==> src/design/osrc_pkg.sv <==
`default_nettype none

package osrc_pkg;

  // Field widths
  localparam int unsigned RAW_W  = 10;
  localparam int unsigned TEMP_W = 8;
  localparam int unsigned LAM_W  = 15;
  localparam int unsigned DAC_W  = 8;

  // Configuration port
  localparam int unsigned CFG_IDX_W  = 2;
  localparam int unsigned CFG_DATA_W = 8;

  typedef enum logic [CFG_IDX_W-1:0] {
    CFG_TARGET = 2'd0,
    CFG_BAND   = 2'd1
  } cfg_idx_e;

  localparam logic [CFG_DATA_W-1:0] TARGET_RESET = 8'd237;
  localparam logic [CFG_DATA_W-1:0] BAND_RESET   = 8'd5;

  // Lambda curve: 12 points, 11 segments; y rises along the curve
  localparam int unsigned NUM_PTS = 12;
  localparam int unsigned NUM_SEG = NUM_PTS - 1;
  localparam int unsigned SEG_W   = $clog2(NUM_SEG);
  localparam int unsigned DY_W    = 13;  // largest rise is 4200
  localparam int unsigned DX_W    = 9;   // widest span is 340
  localparam int unsigned PROD_W  = 17;  // largest rise*span is 109200

  localparam logic [RAW_W-1:0] CURVE_X [NUM_PTS] = '{
    10'd200, 10'd260, 10'd600, 10'd621, 10'd642, 10'd663,
    10'd684, 10'd702, 10'd726, 10'd747, 10'd760, 10'd799
  };

  localparam logic [LAM_W-1:0] CURVE_Y [NUM_PTS] = '{
    15'd0,     15'd68,    15'd150,   15'd200,   15'd2500,  15'd5000,
    15'd7500,  15'd11000, 15'd13500, 15'd16000, 15'd20200, 15'd23000
  };

  localparam logic [DY_W-1:0] SEG_DY [NUM_SEG] = '{
    13'd68,   13'd82,   13'd50,   13'd2300, 13'd2500, 13'd2500,
    13'd3500, 13'd2500, 13'd2500, 13'd4200, 13'd2800
  };

  // Exact floor(prod/span) for prod < 2^PROD_W: ceil(2^SHIFT/span), SHIFT = PROD_W + 9
  localparam int unsigned DIV_SHIFT = 26;
  localparam int unsigned RECIP_W   = 23;

  localparam logic [RECIP_W-1:0] SEG_RECIP [NUM_SEG] = '{
    23'((64'd67108864 + 64'd59)  / 64'd60),
    23'((64'd67108864 + 64'd339) / 64'd340),
    23'((64'd67108864 + 64'd20)  / 64'd21),
    23'((64'd67108864 + 64'd20)  / 64'd21),
    23'((64'd67108864 + 64'd20)  / 64'd21),
    23'((64'd67108864 + 64'd20)  / 64'd21),
    23'((64'd67108864 + 64'd17)  / 64'd18),
    23'((64'd67108864 + 64'd23)  / 64'd24),
    23'((64'd67108864 + 64'd20)  / 64'd21),
    23'((64'd67108864 + 64'd12)  / 64'd13),
    23'((64'd67108864 + 64'd38)  / 64'd39)
  };

  // DAC: floor(lam*13/1000) as lam * (13*ceil(2^29/1000)) >> 29, exact for lam*13 < 2^19
  localparam int unsigned DAC_MUL_W = 23;
  localparam int unsigned DAC_SHIFT = 29;
  localparam logic [DAC_MUL_W-1:0] DAC_MUL =
    23'(64'd13 * ((64'd536870912 + 64'd999) / 64'd1000));
  localparam int unsigned DAC_Q_W = 9;   // quotient up to 299
  localparam logic [DAC_W-1:0] DAC_MAX = 8'd255;

endpackage

`default_nettype wire

==> src/design/oxygen_sensor_reading_convert.sv <==
`default_nettype none

// Channel  Ports                                                      Handshake
// -------  ---------------------------------------------------------  -----------------------
// input    pump_average_i, nernst_plain_i, nernst_with_dc_i           start & !busy
// config   cfg_index_i, cfg_data_i                                    cfg_we_i, no wait
// result   temperature_o, temp_in_band_o, lambda_value_o, dac_code_o  done_o strobe, no stall
//
// One word in per cycle; busy is tied low, so every start is taken.
// From start to done each step is registered: segment search, rise*dx multiply,
// reciprocal multiply for the span divide, base add, DAC scaling multiply.
// The 17x23 reciprocal and 15x23 DAC multiplies set the cycle time.
// Reset clears the valid chain and loads target 237, half width 5.
// The receiver cannot stall, so nothing ever waits inside the pipe.
module oxygen_sensor_reading_convert (
  input  wire logic                                clk_i,
  input  wire logic                                rst_ni,
  input  wire logic                                start,
  output logic                                     busy,
  input  wire logic [osrc_pkg::RAW_W-1:0]          pump_average_i,
  input  wire logic [osrc_pkg::RAW_W-1:0]          nernst_plain_i,
  input  wire logic [osrc_pkg::RAW_W-1:0]          nernst_with_dc_i,
  input  wire logic                                cfg_we_i,
  input  wire logic [osrc_pkg::CFG_IDX_W-1:0]      cfg_index_i,
  input  wire logic [osrc_pkg::CFG_DATA_W-1:0]     cfg_data_i,
  output logic                                     done_o,
  output logic [osrc_pkg::TEMP_W-1:0]              temperature_o,
  output logic                                     temp_in_band_o,
  output logic [osrc_pkg::LAM_W-1:0]               lambda_value_o,
  output logic [osrc_pkg::DAC_W-1:0]               dac_code_o
);

  // seg (1) + interp (3) + dac (1)
  localparam int unsigned DEPTH = 5;

  logic [osrc_pkg::CFG_DATA_W-1:0]  target_q, band_q;

  logic                             in_valid;
  logic [osrc_pkg::RAW_W:0]         diff;
  logic [osrc_pkg::TEMP_W-1:0]      temp_d;
  logic [osrc_pkg::TEMP_W+1:0]      temp_ext, tgt_ext, hw_ext;
  logic                             in_band_d;

  logic [osrc_pkg::TEMP_W-1:0]      temp_q [DEPTH];
  logic                             in_band_q [DEPTH];

  logic                             seg_valid, interp_valid, dac_valid;
  logic [osrc_pkg::SEG_W-1:0]       seg;
  logic [osrc_pkg::DX_W-1:0]        dx;
  logic [osrc_pkg::LAM_W-1:0]       lam_interp, lam_out;
  logic [osrc_pkg::DAC_W-1:0]       dac_out;

  assign busy     = 1'b0;
  assign in_valid = start & ~busy;

  // Config registers; an index past the list is ignored
  always_ff @(posedge clk_i or negedge rst_ni) begin
    if (!rst_ni) begin
      target_q <= osrc_pkg::TARGET_RESET;
      band_q   <= osrc_pkg::BAND_RESET;
    end else if (cfg_we_i) begin
      case (cfg_index_i)
        osrc_pkg::CFG_TARGET: target_q <= cfg_data_i;
        osrc_pkg::CFG_BAND:   band_q   <= cfg_data_i;
        default: ;
      endcase
    end
  end

  // Heater temperature: 255 - (with_dc - plain), 0 on wrap or overflow.
  // Band test: target - hw < temp < target + hw, written without subtraction
  // so nothing wraps.
  always_comb begin
    diff = {1'b0, nernst_with_dc_i} - {1'b0, nernst_plain_i};
    if (diff[osrc_pkg::RAW_W:osrc_pkg::TEMP_W] == '0) begin
      temp_d = ~diff[osrc_pkg::TEMP_W-1:0];
    end else begin
      temp_d = '0;
    end
    temp_ext  = {2'b00, temp_d};
    tgt_ext   = {2'b00, target_q};
    hw_ext    = {2'b00, band_q};
    in_band_d = ((temp_ext + hw_ext) > tgt_ext) && (temp_ext < (tgt_ext + hw_ext));
  end

  // temperature words ride alongside the lambda pipe
  always_ff @(posedge clk_i) begin
    temp_q[0]    <= temp_d;
    in_band_q[0] <= in_band_d;
    for (int i = 1; i < DEPTH; i++) begin
      temp_q[i]    <= temp_q[i-1];
      in_band_q[i] <= in_band_q[i-1];
    end
  end

  osrc_seg u_seg (
    .clk_i   (clk_i),
    .rst_ni  (rst_ni),
    .valid_i (in_valid),
    .pump_i  (pump_average_i),
    .valid_o (seg_valid),
    .seg_o   (seg),
    .dx_o    (dx)
  );

  osrc_interp u_interp (
    .clk_i   (clk_i),
    .rst_ni  (rst_ni),
    .valid_i (seg_valid),
    .seg_i   (seg),
    .dx_i    (dx),
    .valid_o (interp_valid),
    .lam_o   (lam_interp)
  );

  osrc_dac u_dac (
    .clk_i   (clk_i),
    .rst_ni  (rst_ni),
    .valid_i (interp_valid),
    .lam_i   (lam_interp),
    .valid_o (dac_valid),
    .lam_o   (lam_out),
    .dac_o   (dac_out)
  );

  assign done_o         = dac_valid;
  assign temperature_o  = temp_q[DEPTH-1];
  assign temp_in_band_o = in_band_q[DEPTH-1];
  assign lambda_value_o = lam_out;
  assign dac_code_o     = dac_out;

  // 19616 is the smallest lambda with lambda*13/1000 >= 255
  assert property (@(posedge clk_i) disable iff (!rst_ni)
    done_o |-> ((lambda_value_o >= 15'd19616) == (dac_code_o == osrc_pkg::DAC_MAX)))
    else $error("top: dac saturation out of step with lambda");

  assert property (@(posedge clk_i) disable iff (!rst_ni)
    done_o && (lambda_value_o == '0) |-> dac_code_o == '0)
    else $error("top: nonzero dac for zero lambda");

endmodule

`default_nettype wire

==> src/design/osrc_seg.sv <==
`default_nettype none

// Segment search: picks the curve segment and offset for a pump reading.
module osrc_seg (
  input  wire logic                            clk_i,
  input  wire logic                            rst_ni,
  input  wire logic                            valid_i,
  input  wire logic [osrc_pkg::RAW_W-1:0]      pump_i,
  output logic                                 valid_o,
  output logic [osrc_pkg::SEG_W-1:0]           seg_o,
  output logic [osrc_pkg::DX_W-1:0]            dx_o
);

  logic                         valid_q;
  logic [osrc_pkg::SEG_W-1:0]   seg_d, seg_q;
  logic [osrc_pkg::DX_W-1:0]    dx_d, dx_q;
  logic [osrc_pkg::RAW_W-1:0]   off;

  always_comb begin
    seg_d = '0;
    for (int i = 1; i < osrc_pkg::NUM_SEG; i++) begin
      if (pump_i >= osrc_pkg::CURVE_X[i]) begin
        seg_d = osrc_pkg::SEG_W'(i);
      end
    end
    off = pump_i - osrc_pkg::CURVE_X[seg_d];
    if (pump_i < osrc_pkg::CURVE_X[0]) begin
      dx_d = '0;
    end else if (pump_i > osrc_pkg::CURVE_X[osrc_pkg::NUM_PTS-1]) begin
      // past the end: full last span lands exactly on the last y
      dx_d = osrc_pkg::DX_W'(osrc_pkg::CURVE_X[osrc_pkg::NUM_PTS-1]
                             - osrc_pkg::CURVE_X[osrc_pkg::NUM_SEG-1]);
    end else begin
      dx_d = off[osrc_pkg::DX_W-1:0];
    end
  end

  always_ff @(posedge clk_i or negedge rst_ni) begin
    if (!rst_ni) begin
      valid_q <= 1'b0;
    end else begin
      valid_q <= valid_i;
    end
  end

  always_ff @(posedge clk_i) begin
    seg_q <= seg_d;
    dx_q  <= dx_d;
  end

  assign valid_o = valid_q;
  assign seg_o   = seg_q;
  assign dx_o    = dx_q;

endmodule

`default_nettype wire

==> src/design/osrc_interp.sv <==
`default_nettype none

// Three stages: rise*dx, divide by span via reciprocal, add segment base.
module osrc_interp (
  input  wire logic                            clk_i,
  input  wire logic                            rst_ni,
  input  wire logic                            valid_i,
  input  wire logic [osrc_pkg::SEG_W-1:0]      seg_i,
  input  wire logic [osrc_pkg::DX_W-1:0]       dx_i,
  output logic                                 valid_o,
  output logic [osrc_pkg::LAM_W-1:0]           lam_o
);

  localparam int unsigned MUL1_W = osrc_pkg::DY_W + osrc_pkg::DX_W;
  localparam int unsigned MUL2_W = osrc_pkg::PROD_W + osrc_pkg::RECIP_W;

  logic [2:0]                    valid_q;
  logic [MUL1_W-1:0]             mul1;
  logic [MUL2_W-1:0]             mul2;

  logic [osrc_pkg::PROD_W-1:0]   prod_d, prod_q;
  logic [osrc_pkg::SEG_W-1:0]    seg_a_q;
  logic [osrc_pkg::DY_W-1:0]     quo_d, quo_q;
  logic [osrc_pkg::LAM_W-1:0]    base_a_q, base_b_q;
  logic [osrc_pkg::DY_W-1:0]     rise_a_q, rise_b_q;
  logic [osrc_pkg::LAM_W-1:0]    lam_d, lam_q;

  always_comb begin
    mul1   = MUL1_W'(osrc_pkg::SEG_DY[seg_i]) * MUL1_W'(dx_i);
    prod_d = mul1[osrc_pkg::PROD_W-1:0];
    mul2   = MUL2_W'(prod_q) * MUL2_W'(osrc_pkg::SEG_RECIP[seg_a_q]);
    quo_d  = mul2[osrc_pkg::DIV_SHIFT +: osrc_pkg::DY_W];
    lam_d  = base_b_q + osrc_pkg::LAM_W'(quo_q);
  end

  always_ff @(posedge clk_i or negedge rst_ni) begin
    if (!rst_ni) begin
      valid_q <= '0;
    end else begin
      valid_q <= {valid_q[1:0], valid_i};
    end
  end

  always_ff @(posedge clk_i) begin
    prod_q   <= prod_d;
    seg_a_q  <= seg_i;
    base_a_q <= osrc_pkg::CURVE_Y[seg_i];
    rise_a_q <= osrc_pkg::SEG_DY[seg_i];
    quo_q    <= quo_d;
    base_b_q <= base_a_q;
    rise_b_q <= rise_a_q;
    lam_q    <= lam_d;
  end

  assign valid_o = valid_q[2];
  assign lam_o   = lam_q;

  // quotient never passes the segment rise (dx <= span)
  assert property (@(posedge clk_i) disable iff (!rst_ni)
    valid_q[1] |-> quo_q <= rise_b_q)
    else $error("interp: quotient above segment rise");

  assert property (@(posedge clk_i) disable iff (!rst_ni)
    valid_q[2] |-> lam_q <= osrc_pkg::CURVE_Y[osrc_pkg::NUM_PTS-1])
    else $error("interp: lambda above curve end");

endmodule

`default_nettype wire

==> src/design/osrc_dac.sv <==
`default_nettype none

// DAC code stage: constant multiply for /1000 scaling, then saturate.
module osrc_dac (
  input  wire logic                            clk_i,
  input  wire logic                            rst_ni,
  input  wire logic                            valid_i,
  input  wire logic [osrc_pkg::LAM_W-1:0]      lam_i,
  output logic                                 valid_o,
  output logic [osrc_pkg::LAM_W-1:0]           lam_o,
  output logic [osrc_pkg::DAC_W-1:0]           dac_o
);

  localparam int unsigned MUL_W = osrc_pkg::LAM_W + osrc_pkg::DAC_MUL_W;

  logic                             valid_q;
  logic [MUL_W-1:0]                 mul;
  logic [osrc_pkg::DAC_Q_W-1:0]     quo;
  logic [osrc_pkg::DAC_W-1:0]       dac_d, dac_q;
  logic [osrc_pkg::LAM_W-1:0]       lam_q;

  always_comb begin
    mul = MUL_W'(lam_i) * MUL_W'(osrc_pkg::DAC_MUL);
    quo = mul[osrc_pkg::DAC_SHIFT +: osrc_pkg::DAC_Q_W];
    if (quo > osrc_pkg::DAC_Q_W'(osrc_pkg::DAC_MAX)) begin
      dac_d = osrc_pkg::DAC_MAX;
    end else begin
      dac_d = quo[osrc_pkg::DAC_W-1:0];
    end
  end

  always_ff @(posedge clk_i or negedge rst_ni) begin
    if (!rst_ni) begin
      valid_q <= 1'b0;
    end else begin
      valid_q <= valid_i;
    end
  end

  always_ff @(posedge clk_i) begin
    dac_q <= dac_d;
    lam_q <= lam_i;
  end

  assign valid_o = valid_q;
  assign lam_o   = lam_q;
  assign dac_o   = dac_q;

endmodule

`default_nettype wire
==> config.mk <==
export PLATFORM = sky130hd
export DESIGN_NAME = oxygen_sensor_reading_convert
export DESIGN_NICKNAME = d
export VERILOG_FILES = /design/src/design/osrc_pkg.sv /design/src/design/oxygen_sensor_reading_convert.sv /design/src/design/osrc_seg.sv /design/src/design/osrc_interp.sv /design/src/design/osrc_dac.sv
export SDC_FILE = /design/constraint.sdc
export NUM_CORES = 1
export LEC_CHECK = 0
export ABC_AREA = 1
export BUFFER_PORTS_ARGS = -buffer_cell sky130_fd_sc_hd__buf_4
export CAP_MARGIN = 20
export CORE_ASPECT_RATIO = 1.2
export CORE_MARGIN = 3
export CORE_UTILIZATION = 25
export DETAILED_ROUTE_END_ITERATION = 10
export PLACE_DENSITY = 0.45
export SYNTH_ARGS = -nofsm -noshare
export SYNTH_HDL_FRONTEND = slang
export SYNTH_SLANG_ARGS = --single-unit
==> constraint.sdc <==
create_clock -name clk_i -period 9.3 [get_ports clk_i]
set_input_delay 2.325 -clock clk_i [delete_from_list [all_inputs] [get_ports clk_i]]
set_output_delay 2.325 -clock clk_i [all_outputs]
set_load 0.005 [all_outputs]
Yosys cells after proc, flatten, opt, wreduce, memory -nomap -nowiden
Memories as Yosys holds them, arrays and structs flattened. A register that Yosys moved wholly into a read port is not among the register bits.
Index checks and enable logic that the tools add are counted.
W data, S select, Z words.
{"block": "op_classes", "n_addsub": 5, "multipliers": 3, "n_lt_le_gt_ge": 18, "eq_ne": 1, "muxes": 18, "n_bitwise": 4, "reduce_logical": 6}
{"op": "$ge A10 B10 Y1 const B", "count": 9}
{"op": "$mux W23", "count": 2}
{"op": "$mul A17 B23 Y39", "count": 1}
{"op": "$mul A15 B23 Y38 const B", "count": 1}
{"op": "$mux W4", "count": 9}
{"op": "$mux W13", "count": 2}
{"op": "$add A8 B8 Y9", "count": 2}
{"op": "$mux W9", "count": 2}
{"op": "$mul A13 B9 Y17", "count": 1}
{"op": "$add A15 B13 Y15", "count": 1}
{"op": "$ge A5 B5 Y1 const B", "count": 3}
{"op": "$not A4 Y5", "count": 3}
{"op": "$sub A10 B10 Y11", "count": 1}
{"op": "$ge A10 B9 Y1 const B", "count": 1}
{"op": "$gt A10 B10 Y1 const B", "count": 1}
{"op": "$lt A10 B8 Y1 const B", "count": 1}
{"op": "$gt A9 B8 Y1", "count": 1}
{"op": "$gt A9 B8 Y1 const B", "count": 1}
{"op": "$lt A8 B9 Y1", "count": 1}
{"op": "$sub A9 B9 Y9", "count": 1}
{"op": "$mux W8", "count": 1}
{"op": "$not A8 Y8", "count": 1}
{"op": "$mux W6", "count": 1}
{"op": "$reduce_and A2 Y1", "count": 2}
{"op": "other kinds (6)", "count": 6}
{"block": "word_totals", "reg_bits": 121, "mem_bits_rw": 45, "rom_bits": 976, "output_inout_bits": 34, "elab_cells": 76, "n_memories": 6}
{"name": "(name not given)", "words": 16, "width": 23, "read_ports": 1, "rd_clocked_by_memory_dff": 0, "write_ports": 0, "line": "osrc_interp.sv:31", "source": "mul2 = MUL2_W'(prod_q) * MUL2_W'(osrc_pkg::SEG_RECIP[seg_a_q]);"}
{"name": "(name not given)", "words": 16, "width": 15, "read_ports": 1, "rd_clocked_by_memory_dff": 1, "write_ports": 0, "line": "osrc_interp.sv:47", "source": "base_a_q <= osrc_pkg::CURVE_Y[seg_i];"}
{"name": "(name not given)", "words": 16, "width": 13, "read_ports": 1, "rd_clocked_by_memory_dff": 0, "write_ports": 0, "line": "osrc_interp.sv:29", "source": "mul1 = MUL1_W'(osrc_pkg::SEG_DY[seg_i]) * MUL1_W'(dx_i);"}
{"name": "(name not given)", "words": 16, "width": 10, "read_ports": 1, "rd_clocked_by_memory_dff": 0, "write_ports": 0, "line": "osrc_seg.sv:26", "source": "off = pump_i - osrc_pkg::CURVE_X[seg_d];"}
{"name": "temp_q", "words": 5, "width": 8, "read_ports": 5, "rd_clocked_by_memory_dff": 0, "write_ports": 5, "line": "oxygen_sensor_reading_convert.sv:44", "source": "logic [osrc_pkg::TEMP_W-1:0] temp_q [DEPTH];"}
{"name": "in_band_q", "words": 5, "width": 1, "read_ports": 5, "rd_clocked_by_memory_dff": 0, "write_ports": 5, "line": "oxygen_sensor_reading_convert.sv:45", "source": "logic in_band_q [DEPTH];"}

Longest topological paths before layout
Gate-level depths: netlist of the first run.
{"block": "logic_depth", "depth_word": 17, "mapped_depth": 32}

By module
From an unflattened synthesis of the first run, not the netlist that was laid out.
{"block": "unflattened", "hier_cells": 3430, "area_unflattened_um2": 28345.9}
{"module": "osrc_interp", "n_inst": 1, "cells_each": 2028, "area_each_um2": 16762.3, "seq_area_each_um2": 1596.5}
{"module": "osrc_dac", "n_inst": 1, "cells_each": 839, "area_each_um2": 7150.6, "seq_area_each_um2": 485.5}
{"module": "oxygen_sensor_reading_convert", "n_inst": 1, "cells_each": 375, "area_each_um2": 3151.8, "seq_area_each_um2": 1311.3}
{"module": "osrc_seg", "n_inst": 1, "cells_each": 188, "area_each_um2": 1281.2, "seq_area_each_um2": 285.3}

Worst setup path after synthesis of the first run
OpenSTA, ideal clock, no wires.
{"block": "synth_timing", "path_kind": "register to register", "from": "reg u_interp.seg_a_q[1] (netlist name)", "to": "reg u_interp.quo_q[7] (netlist name)", "setup_time_ps": 112, "arrival_ps": 5657, "required_time_ps": 9188, "path_slack_ps": 3530, "path_stages_with_launch": 30, "path_buffers": 1, "cell_sequence": "dfxtp_1 -> nand2_2 -> nor2_4 -> inv_1 -> nor2_2 -> clkbuf_1 -> nand2_1 -> fa_1 -> inv_1 -> fa_1 -> inv_1 -> fa_1 -> inv_1 -> fa_1 -> inv_1 -> fa_1 -> inv_1 -> fa_1 -> ha_1 -> nand2_1 -> inv_1 -> a21o_1 -> a21oi_1 -> nor2_1 -> nor2_1 -> nand2_1 -> nand2_1 -> nand2_1 -> nand2_1 -> nand2_1"}
{"block": "synth_via", "elab_chain_len": 5}
{"element": "start, declared", "line": "osrc_interp.sv:22", "source": "logic [osrc_pkg::SEG_W-1:0] seg_a_q;"}
{"element": "start signal, assigned", "line": "osrc_interp.sv:46", "source": "seg_a_q <= seg_i;"}
{"element": "$not A4 Y5 (not written as such)", "line": "osrc_interp.sv:31"}
{"element": "$mem_v2 Z16 W23"}
{"element": "$mux W23 (not written as such) (2 in series)", "line": "osrc_interp.sv:31"}
{"element": "$mul A17 B23 Y39", "line": "osrc_interp.sv:31"}
{"element": "net u_interp.mul2[33]", "line": "osrc_interp.sv:19", "source": "logic [MUL2_W-1:0] mul2;"}
{"element": "end signal, assigned", "line": "osrc_interp.sv:49", "source": "quo_q <= quo_d;"}
{"element": "end, declared", "line": "osrc_interp.sv:23", "source": "logic [osrc_pkg::DY_W-1:0] quo_d, quo_q;"}
The timed path passes the listed nets, and every way through them passes these cells. The select of a mux whose other input is x is not followed.
A chain may end at the register's enable or synchronous reset.

Worst setup path after layout of the first run
{"block": "layout_timing", "from": "reg u_interp.seg_a_q[1] (netlist name)", "to": "reg u_interp.quo_q[11] (netlist name)"}
The elaborated chain is that of the path after synthesis.

==> run metrics, run 1 <==
Final min period=7.28 ns; per-cell routed wire length=approximately 18 um; Avg Cell Area, Syn=between 8 and 9 um^2; CTS buffer count=17; Slew headroom=a little under a third; Synth Cell Area=~28000 um^2; clk_skew=0.0373 ns; Crit-path slowest cell=nor2_2; CTS max path bufs=2; Arr. time, crit path=around 7.7 ns; share of layout cells above drive strength 1=~4.6%; CP Data Required Time=9.70 ns; post-synthesis cell count=approximately 3300; initial antenna violation count=0; Core Region=around 110000 um^2; first-pass GRT wire length=136000 um; initial DRC count=about 1100; gp weighted congestion=about 0.98; final setup vio count=0; Syn Nets=4202; Post-synth ARST share=11.8%; WP buf/inv=5; max-cap violations=0; Final Hold Viols=0; CP max stage delay=a little over 0.6 ns; total grt overflow=0; Slew Limit Fails=0; Max H-tree Level=4; largest net degree at the start of global routing=22; sequential area share after synthesis=about an eighth; CP cell instances=nand2_2 > nor2_4 > inv_1 > nor2_2 > nor2_2 > inv_1 > nand2_1 > fa_1 > inv_1 > fa_1 > fa_1 > fa_1 > fa_1 > inv_1 > fa_1 > inv_1 > ha_1 > nand2_1 > nor2_1 > nand2_1 > nor4_1 > nand3_1 > nand3_1 > xor2_1; Port Buffers=between 70 and 80; Post-CTS Resized=0; Setup TNS=0 ns; DRC=0; Startpoint Class=flop; Die Span X=311 um; delay-heaviest family, CP=adder cells; CP Max Fanout=15; ys flop type=dfxtp_1; Clk Latency, worst-skew pair=approximately 0.5 ns; CTS tree=built; HP Class=reg2reg; Synth top cells by count=866 x inv_1, 526 x nand2_1, 499 x fa_1; Hold-fix buffers, CTS=0; GRT Resource Usage Total=approximately 15%; die height=between 300 and 400 um; root buffer cell=clkbuf_16; Worst setup EP type=flop; number of global-route vias before repair=about 24000; RSZ-0062 raised after global routing=no; Avg Vias per Cell=roughly 4.3; Seq cells post-synth=between 150 and 200; Slew @ Worst Pin=~1 ns; Final Cycle Share=between 70% and 80%; Final #Nets=between 4000 and 5000; total number of vias=roughly 21000; Post-CTS Setup Repair Bufs=0; class of the most critical setup path=reg2reg; Std-Cell Rows=about 130; most frequent cell after synthesis=inv_1; area leader, netlist=fa_1; Synth Warn #=0; area grow syn2layout=10.6%; share of the synthesized area in the top cell type=a little over a third; Worst path most repeated cell=fa_1; drt total wl=between 80000 and 90000 um; CTS clk-pin slew, worst paths=0.09 ns; DP HPWL=roughly 76000 um; starting density of the core=about 25%; TritonRoute pass-1 iters=5; library cells used by synthesis=50; status=finished, final reports clean; number of diodes=0; Detail Route Antenna Nets=0; # IOs=between 70 and 80; EDFF count, synth=0; area of the die=around 120000 um^2; Area contributors post-synth=fa_1 36%, ha_1 16%, inv_1 12%, dfxtp_1 11%, nand2_1 7.1%; f_max=137 MHz; Fill cells=12100; Clock Sinks=178
## metal layers
metal  global-route usage (%)  routed length, um
met4                     8.14               4950
met1                     18.0              34900
met5                        0                  0
met2                     27.6              43300
met3                     1.69               2830
## placed cells by master (no fill, tap or decap), types with 3 or more instances in the layout
master	instances
o21bai_1	10
nand3b_1	4
a31oi_1	17
nor2_1	319
a21boi_0	5
or2_2	3
nand2_2	9
a211oi_1	3
xor2_1	41
nand2_4	3
o21ai_0	88
dfxtp_1	157
nor3_1	21
o21a_1	6
xnor2_1	26
nand4_1	25
fa_1	499
inv_8	6
nand2_1	526
nand3_1	73
nor4_1	9
o22ai_1	4
o211ai_1	10
nor2_4	3
dfstp_2	8
clkinv_1	7
clkbuf_16	17
nor2_2	9
ha_1	348
buf_4	83
a21o_1	25
a21oi_1	125
dfrtp_1	13
inv_2	5
inv_1	866
## worst paths after layout
path                       slack, ns                  end  cells past startpoint                start
max                             2.02   u_interp.quo_q[11]                     24  u_interp.seg_a_q[1]
min                             0.31         temp_q[3][1]                      0         temp_q[2][1]
max reg2reg                     2.02   u_interp.quo_q[11]                     24  u_interp.seg_a_q[1]
min reg2reg                     0.31         temp_q[3][1]                      0         temp_q[2][1]
max in group asynchronous       7.32          target_q[2]                      1               rst_ni
min in group asynchronous       1.71  u_interp.valid_q[0]                      1               rst_ni
## layout make-up
type                    count  area [um^2]  share of cell area, %
multi-input cells        2226        20800                   67.3
flip-flops and latches    178         3680                   11.9
inverters                 879         3300                   10.7
well taps                1485         1860                   6.02
repair buffers             83          623                   2.02
clock buffers              17          425                   1.38
clock inverters            15          185                  0.600
## cells by family after synthesis
| logic type | count (synthesis) | synth area share [%] |
|---|---|---|
| other | 1 | 0.0135 |
| AO/OA/AOI/OAI | 300 | 6.10 |
| adder cells (fa/ha/maj) | 847 | 51.5 |
| buffers and inverters | 907 | 12.3 |
| XOR/XNOR | 67 | 2.11 |
| AND/OR/NAND/NOR | 1011 | 14.8 |
| flip-flops | 178 | 13.2 |
## worst reg2reg max path: stages, from the launching register on
cell and delay [ns]:
dfxtp_1 0.43, nand2_2 0.12, nor2_4 0.35, inv_1 0.19, nor2_2 0.62, nor2_2 0.29, inv_1 0.31, nand2_1 0.12
fa_1 0.59, inv_1 0.07, fa_1 0.56, fa_1 0.44, fa_1 0.46, fa_1 0.49, inv_1 0.05, fa_1 0.48
inv_1 0.14, ha_1 0.37, nand2_1 0.12, nor2_1 0.22, nand2_1 0.10, nor4_1 0.27, nand3_1 0.13, nand3_1 0.12
xor2_1 0.13
## registers in the layout, summed over array words and instances (netlist names)
register / flops
u_interp.quo_q: 13
u_interp.prod_q: 16
u_interp.valid_q: 3
u_seg.seg_o: 4
u_interp.lam_o: 15
u_dac.dac_o: 8
target_q: 8
u_dac.valid_o: 1
u_interp.base_a_q: 14
u_seg.valid_o: 1
u_dac.lam_o: 15
u_seg.dx_o: 9
u_interp.base_b_q: 14
in_band_q: 5
temp_q: 40
u_interp.seg_a_q: 4
band_q: 8
## stage by stage
step / cells / worst slack, ns / instance area (um^2) / utilization [%] / hold slack, ns
5_1_grt: 4883 / 1.64 / 30800 / 28.0 / 0.324
2_1_floorplan: 3311 / 3.53 / 27900 / - / 0.310
3_5_place_dp: 4851 / 2.19 / 30200 / 27.4 / 0.312
3_3_place_gp: 4851 / 2.35 / 30200 / 27.4 / 0.311
6_report: 4883 / 2.02 / 30800 / 28.0 / 0.311
4_1_cts: 4883 / 2.17 / 30800 / 28.0 / 0.317
Power of run 1 is not shown: default switching activity piles up to over one toggle a cycle in this logic, so the estimate is an artifact.
==> run 2, diff against run 1 <==
==> constraint.sdc (replaced) <==
create_clock -name clk_i -period 7.55 [get_ports clk_i]
set_input_delay 1.8875 -clock clk_i [delete_from_list [all_inputs] [get_ports clk_i]]
set_output_delay 1.8875 -clock clk_i [all_outputs]
set_load 0.005 [all_outputs]
==> run 2 against run 1 <==
Non-clock buffer count is 25 higher. Largest cell class unchanged. Count of clock-buffer cells in the layout stayed put. Cell area is 0.68% higher. Worst hold slack better by 0.0068 ns. Final cell count is 0.55% higher. Global-route usage is 0.29 points higher. Fmax is 2.3% higher. Via count is 0.30% higher.
==> run metrics, run 2 (synthesis gave the netlist of run 1 again) <==
area grow syn2layout=11.4%; most frequent cells in the layout=866 x inv_1, 526 x nand2_1, 499 x fa_1, 348 x ha_1, 319 x nor2_1; Clock Sinks=178 (unchanged); max reg flops=40 (unchanged); commonest non-fill, non-tap cell in the layout=inv_1; M1 GR Usage=18.4% (+0.43 points); total grt overflow=0 (unchanged); status=finished, final reports clean; per-cell routed wire length=17.9 um (+1.7%); final worst setup slack=0.438 ns (-1.59 ns); Worst setup EP type=flop; # IOs=78 (unchanged); Post-CTS Setup Repair Bufs=0 (unchanged); initial DRC count=1067 (-1.7%); GR Util met2=28.6% (+1.0 points); DRC=0 (unchanged); Clk Latency, worst-skew pair=0.49 ns (about the same); met3 usage=1.79% (+0.10 points); Port Buffers=76 (unchanged); Setup WS pre-CTS=0.577 ns (-1.62 ns); Crit-path slowest cell=fa_1; initial antenna violation count=0 (unchanged); Final min period=7.11 ns (-0.165 ns); Setup TNS=0 ns (unchanged); CP Max Fanout=18 (+3); DP HPWL=77700 um (+2.7%); Largest regs=temp_q x40, u_interp.prod_q x16; starting density of the core=25.3% (unchanged); Final Cycle Share=94.2% (+16 points); CP Data Required Time=7.94 ns (-1.76 ns); WP buf/inv=8 (+3); delay-heaviest family, CP=adder cells; Slew @ Worst Pin=1.01 ns (-0.0161 ns); Hold-fix buffers, CTS=0 (unchanged); final setup vio count=0 (unchanged); GRT Resource Usage Total=15.7% (+0.29 points); Max H-tree Level=4 (unchanged); total number of vias=21200 (+0.30%); CTS max path bufs=2 (unchanged); RSZ-0062 raised after global routing=no; Slew Limit Fails=0 (unchanged); drt total wl=87800 um (+2.2%); Arr. time, crit path=7.50 ns (-0.17 ns); Core Region=110000 um^2 (unchanged); Detail Route Antenna Nets=0 (unchanged); gp weighted congestion=0.957 (-2.3%); Placed Area=30400 um^2 (+0.62%); Startpoint Class=flop; Avg Vias per Cell=4.31 (-0.25%); clk_skew=0.0277 ns (-0.00956 ns); area of the die=116000 um^2 (unchanged); largest net degree at the start of global routing=22 (unchanged); CTS tree=built; CTS buffer count=17 (unchanged); Slew headroom=32.3% (+1.0 points); final core occ=28.2% (+0.19 points); first-pass GRT wire length=138000 um (+1.8%); Die Span X=311 um (unchanged); Post-CTS Resized=0 (unchanged); max-cap violations=0 (unchanged); f_max=141 MHz (+2.3%); share of layout cells above drive strength 1=5.32% (+0.70 points); Reg with most FFs=temp_q; Std-Cell Rows=133 (unchanged); Final Hold Viols=0 (unchanged); root buffer cell=clkbuf_16; CP max stage delay=0.56 ns (-0.06 ns); Most Crowded Layer GR=met2; CTS clk-pin slew, worst paths=0.09 ns (about the same); Final #Nets=4301 (+0.58%); TritonRoute pass-1 iters=5 (unchanged); HP Class=reg2reg; fin area=31000 um^2 (+0.68%); number of global-route vias before repair=23500 (-0.52%); class of the most critical setup path=reg2reg; die height=372 um (unchanged)
-- run 2: worst reg2reg max path, cell delays in order (launching register included) --
cell     delay [ns]
dfxtp_1        0.48
inv_2          0.10
nand2_4        0.24
nor2_2         0.17
inv_1          0.35
nand2_2        0.29
inv_2          0.37
nand2_1        0.14
fa_1           0.56
inv_1          0.06
fa_1           0.50
fa_1           0.51
inv_1          0.05
fa_1           0.53
inv_1          0.05
fa_1           0.47
inv_1          0.05
fa_1           0.47
inv_1          0.04
ha_1           0.32
a21oi_1        0.27
nand3_1        0.20
o21ai_0        0.34
nand2_1        0.18
nand2_1        0.11
nand2_1        0.05
nand2_1        0.06
nand2_1        0.04
-- run 2: per-stage QoR --
stage / hold WS, ns / cells
2_1_floorplan: 0.310 / 3311
3_3_place_gp: 0.311 / 4876
3_5_place_dp: 0.312 / 4876
4_1_cts: 0.323 / 4908
5_1_grt: 0.329 / 4908
6_report: 0.318 / 4910
-- run 2: cell type report --
type	count	area, um^2
diodes	2	5.00
clock buffers	17	425
clock inverters	15	203
fillers	12200	79100
inverters	879	3300
multi-input cells	2226	20800
flip-flops and latches	178	3680
well taps	1485	1860
repair buffers	108	811
-- run 2: worst paths after layout --
kind                                startpoint                  end  slack, ns  cells after the start
setup / recovery           u_interp.seg_a_q[3]    u_interp.quo_q[7]       0.44                     27
hold / removal                    temp_q[2][1]         temp_q[3][1]       0.32                      0
setup reg to reg           u_interp.seg_a_q[3]    u_interp.quo_q[7]       0.44                     27
hold reg to reg                   temp_q[2][1]         temp_q[3][1]       0.32                      0
max in group asynchronous               rst_ni          target_q[3]       6.01                      1
min in group asynchronous               rst_ni  u_interp.valid_q[2]       1.27                      1
-- run 2: metal layers --
layer  share of wire (%)  vias up
li1                    -    10200
met1                  41    10400
met2                  51      432
met3                 3.4      151
met4                 4.8        0
met5                   0        -
Power of run 2 is left out for the same reason.
==> run 3, diff against run 2 <==
--- a/config.mk
+++ b/config.mk
@@ -5,9 +5,7 @@
 export SDC_FILE = /design/constraint.sdc
 export NUM_CORES = 1
 export LEC_CHECK = 0
-export ABC_AREA = 1
 export BUFFER_PORTS_ARGS = -buffer_cell sky130_fd_sc_hd__buf_4
-export CAP_MARGIN = 20
 export CORE_ASPECT_RATIO = 1.2
 export CORE_MARGIN = 3
 export CORE_UTILIZATION = 25
==> run 3 against run 2 <==
Core utilization about the same. Final cell count shrank 11%. Via count shrank 11%. Global-route usage fell by 1.7 points. Wire length shrank 15%. Clock skew down 0.0029 ns. Area after synthesis fell by 3.7%. Register-to-register slack lost 0.09 ns. Cell area is 3.4% lower. Count of clock-buffer cells in the layout unchanged. Non-clock buffer count increased by 35. Sequential share of layout area up 0.41 points.
==> run metrics, run 3 <==
Reg2Reg Depth=26 (-3.7%); area leader, netlist=fa_1; Multi-input gate area=20200 um^2 (-2.7%); CTS tree=built; share of layout cells above drive strength 1=7.15% (+1.8 points); sequential area share after synthesis=13.7% (+0.51 points); most frequent cell after synthesis=inv_1; CP Depth=26 (-3.7%); area of the die=111000 um^2 (-3.7%); CP Max Fanout=15 (-3); Clock Sinks=178 (unchanged); Std-Cell Rows=131 (-1.5%); f_max=139 MHz (-1.3%); Post-Synth XOR/XNOR Area=2.32% (+0.21 points); most frequent cells in the layout=717 x inv_1, 499 x fa_1, 348 x ha_1, 249 x nand2_1, 157 x dfxtp_1; multiplexer share of the synthesized area=0.569% (+0.57 points); Avg Cell Area, Syn=9.43 um^2 (+12%); initial DRC count=923 (-13%); largest family of logic cells by synthesized area=adder cells; ys flop type=dfxtp_1; reg2reg end=u_interp.quo_q[7]; HP Class=reg2reg; Slew headroom=41.2% (+8.8 points); die height=365 um (-1.8%); status=finished, final reports clean; largest net degree at the start of global routing=26 (+18%); Startpoint Class=flop; total grt overflow=0 (unchanged); Synth Warn #=0 (unchanged); Clk Latency, worst-skew pair=0.51 ns (+0.02 ns); Slew @ Worst Pin=0.881 ns (-0.129 ns); Final min period=7.20 ns (+0.0911 ns); Die Span X=305 um (-1.8%); commonest non-fill, non-tap cell in the layout=inv_1; initial antenna violation count=0 (unchanged); Fill cells=11400 (-6.5%); TritonRoute pass-1 iters=6 (+1); register area=3680 um^2 (unchanged); max reg flops=40 (unchanged); root buffer cell=clkbuf_16; EDFF count, synth=0 (unchanged); fin area=30000 um^2 (-3.4%); Final Cycle Share=95.4% (+1.2 points); drt total wl=74500 um (-15%); DRC=0 (unchanged); final setup vio count=0 (unchanged); per-cell routed wire length=17.1 um (-4.3%); Post-CTS Resized=0 (unchanged); Worst setup EP type=flop; area grow syn2layout=11.8%; Seq cells post-synth=178 (unchanged); Port Buffers=76 (unchanged); Avg Vias per Cell=4.32 (+0.34%); starting density of the core=25.2% (-0.073 points); Post-CTS Setup Repair Bufs=0 (unchanged); class of the most critical setup path=reg2reg; max-cap violations=0 (unchanged); CP Data Required Time=7.94 ns (about the same); post-synthesis cell count=2846 (-14%); DP HPWL=65200 um (-16%); Crit-path slowest cell=fa_1; first-pass GRT wire length=119000 um (-14%); Arr. time, crit path=7.60 ns (+0.10 ns); CP startpoint=u_interp.seg_a_q[0]; CTS clk-pin slew, worst paths=0.08 ns (about the same); WP buf/inv=7 (-1); reg2reg start=u_interp.seg_a_q[0]; # IOs=78 (unchanged); share of the synthesized area in the top cell type=37.2% (+1.4 points); number of global-route vias before repair=20700 (-12%); Worst setup endpoint=u_interp.quo_q[7]; Synth Area in Adders=53.5% (+2.0 points); Synth Cell Area=26800 um^2 (-3.7%); Area contributors post-synth=fa_1 37%, ha_1 16%, dfxtp_1 12%, inv_1 10%, nand2_1 3.5%; Core Region=106000 um^2 (-3.4%); Largest regs=temp_q x40, u_interp.prod_q x16; setup slack, reg-to-reg=0.35 ns (-0.09 ns); Slew Limit Fails=0 (unchanged); delay-heaviest family, CP=adder cells; Post-synth ARST share=11.8% (unchanged); Synth top cells by count=717 x inv_1, 499 x fa_1, 348 x ha_1; GRT Resource Usage Total=13.9% (-1.7 points); Placed Area=29400 um^2 (-3.3%); Syn Nets=3737 (-11%); CP max stage delay=0.58 ns (+0.02 ns); clk_skew=0.0249 ns (-0.00286 ns); Compound-Gate Fraction of Synth Area=7.53% (+1.4 points); CTS max path bufs=2 (unchanged); Final Hold Viols=0 (unchanged); Reg with most FFs=temp_q; Max H-tree Level=4 (unchanged); Final #Nets=3831 (-11%); library cells used by synthesis=67 (+34%); Hold Slack=0.315 ns (-0.00277 ns); Worst path most repeated cell=fa_1; gp weighted congestion=0.904 (-5.5%); simple-gate share of the synthesized area=11.4% (-3.4 points); total number of vias=18800 (-11%); Detail Route Antenna Nets=0 (unchanged); CTS buffer count=17 (unchanged); number of diodes=0 (-2); Hold-fix buffers, CTS=0 (unchanged)
run 3: changes by cell type in the layout (fill, tap and decap cells not counted), moves of 33 or more:
cell | before | now
nand2_1 | 526 | 249
and2_1 | 1 | 118
inv_1 | 866 | 717
nor2_1 | 319 | 86
buf_4 | 108 | 143
xnor2_1 | 26 | 59
run 3: worst min-delay path by stage:
stage / from / to / slack (ns) / depth (start not counted)
after floorplan: in_band_q[0][0] / in_band_q[0][1] / 0.31 / 0
after global placement: u_interp.base_a_q[6] / u_interp.base_b_q[6] / 0.31 / 0
after detailed placement: temp_q[2][6] / temp_q[3][6] / 0.31 / 0
after CTS: u_interp.base_a_q[7] / u_interp.base_b_q[7] / 0.33 / 0
after global routing: u_interp.base_a_q[3] / u_interp.base_b_q[3] / 0.32 / 0
final: u_interp.base_a_q[3] / u_interp.base_b_q[3] / 0.32 / 0
run 3: logic make-up (layout without fill, tap and decap cells):
family / Yosys count / in the layout
xor+xnor: 71 / 71
fa+ha+maj: 847 / 847
simple gates: 632 / 632
mux: 14 / 14
other cells: 1 / 1
buf+inv: 787 / 894
flops: 178 / 178
compound gates: 316 / 316
run 3: worst register-to-register path: stages, from the launching register on:
cell,delay (ns)
dfxtp_1,0.54
buf_4,0.33
nand2_1,0.11
nand2_1,0.09
a21o_1,0.29
nand2_1,0.13
fa_1,0.56
inv_1,0.05
fa_1,0.52
inv_1,0.05
fa_1,0.49
inv_1,0.07
fa_1,0.51
fa_1,0.58
inv_1,0.08
fa_1,0.50
inv_1,0.05
ha_1,0.30
a21oi_1,0.16
o211ai_1,0.10
o22ai_1,0.12
buf_4,0.16
o2bb2ai_1,0.08
a31o_2,0.28
a211o_1,0.38
a2111oi_1,0.44
nor3_1,0.11
run 3: layout make-up:
cell class                 instances  area share [%]
clock buffer                      17            1.42
clock inverter                    15           0.559
inverter                         719            8.99
multi-input combinational       1881            67.4
sequential                       178            12.3
tap                             1396            5.82
timing repair buffer             143            3.58
run 3: layer usage:
metal  vias up  wire length [um]  global-route usage, %
li1       8962                 -                      -
met1      9385             30700                   16.4
met2       368             38400                   25.5
met3        94              2660                   1.94
met4         0              2680                   5.39
met5         -                 0                      0
run 3: through the flow:
stage,TNS [ns],instances,utilization [%],setup slack [ns]
after floorplan,0,2846,-,0.405
after global placement,0,4317,27.6,0.454
after detailed placement,0,4317,27.6,0.437
after CTS,0,4349,28.2,0.351
after global routing,-0.0546,4349,28.2,-0.0546
final,0,4349,28.2,0.347
Power of run 3 is left out for the same reason.
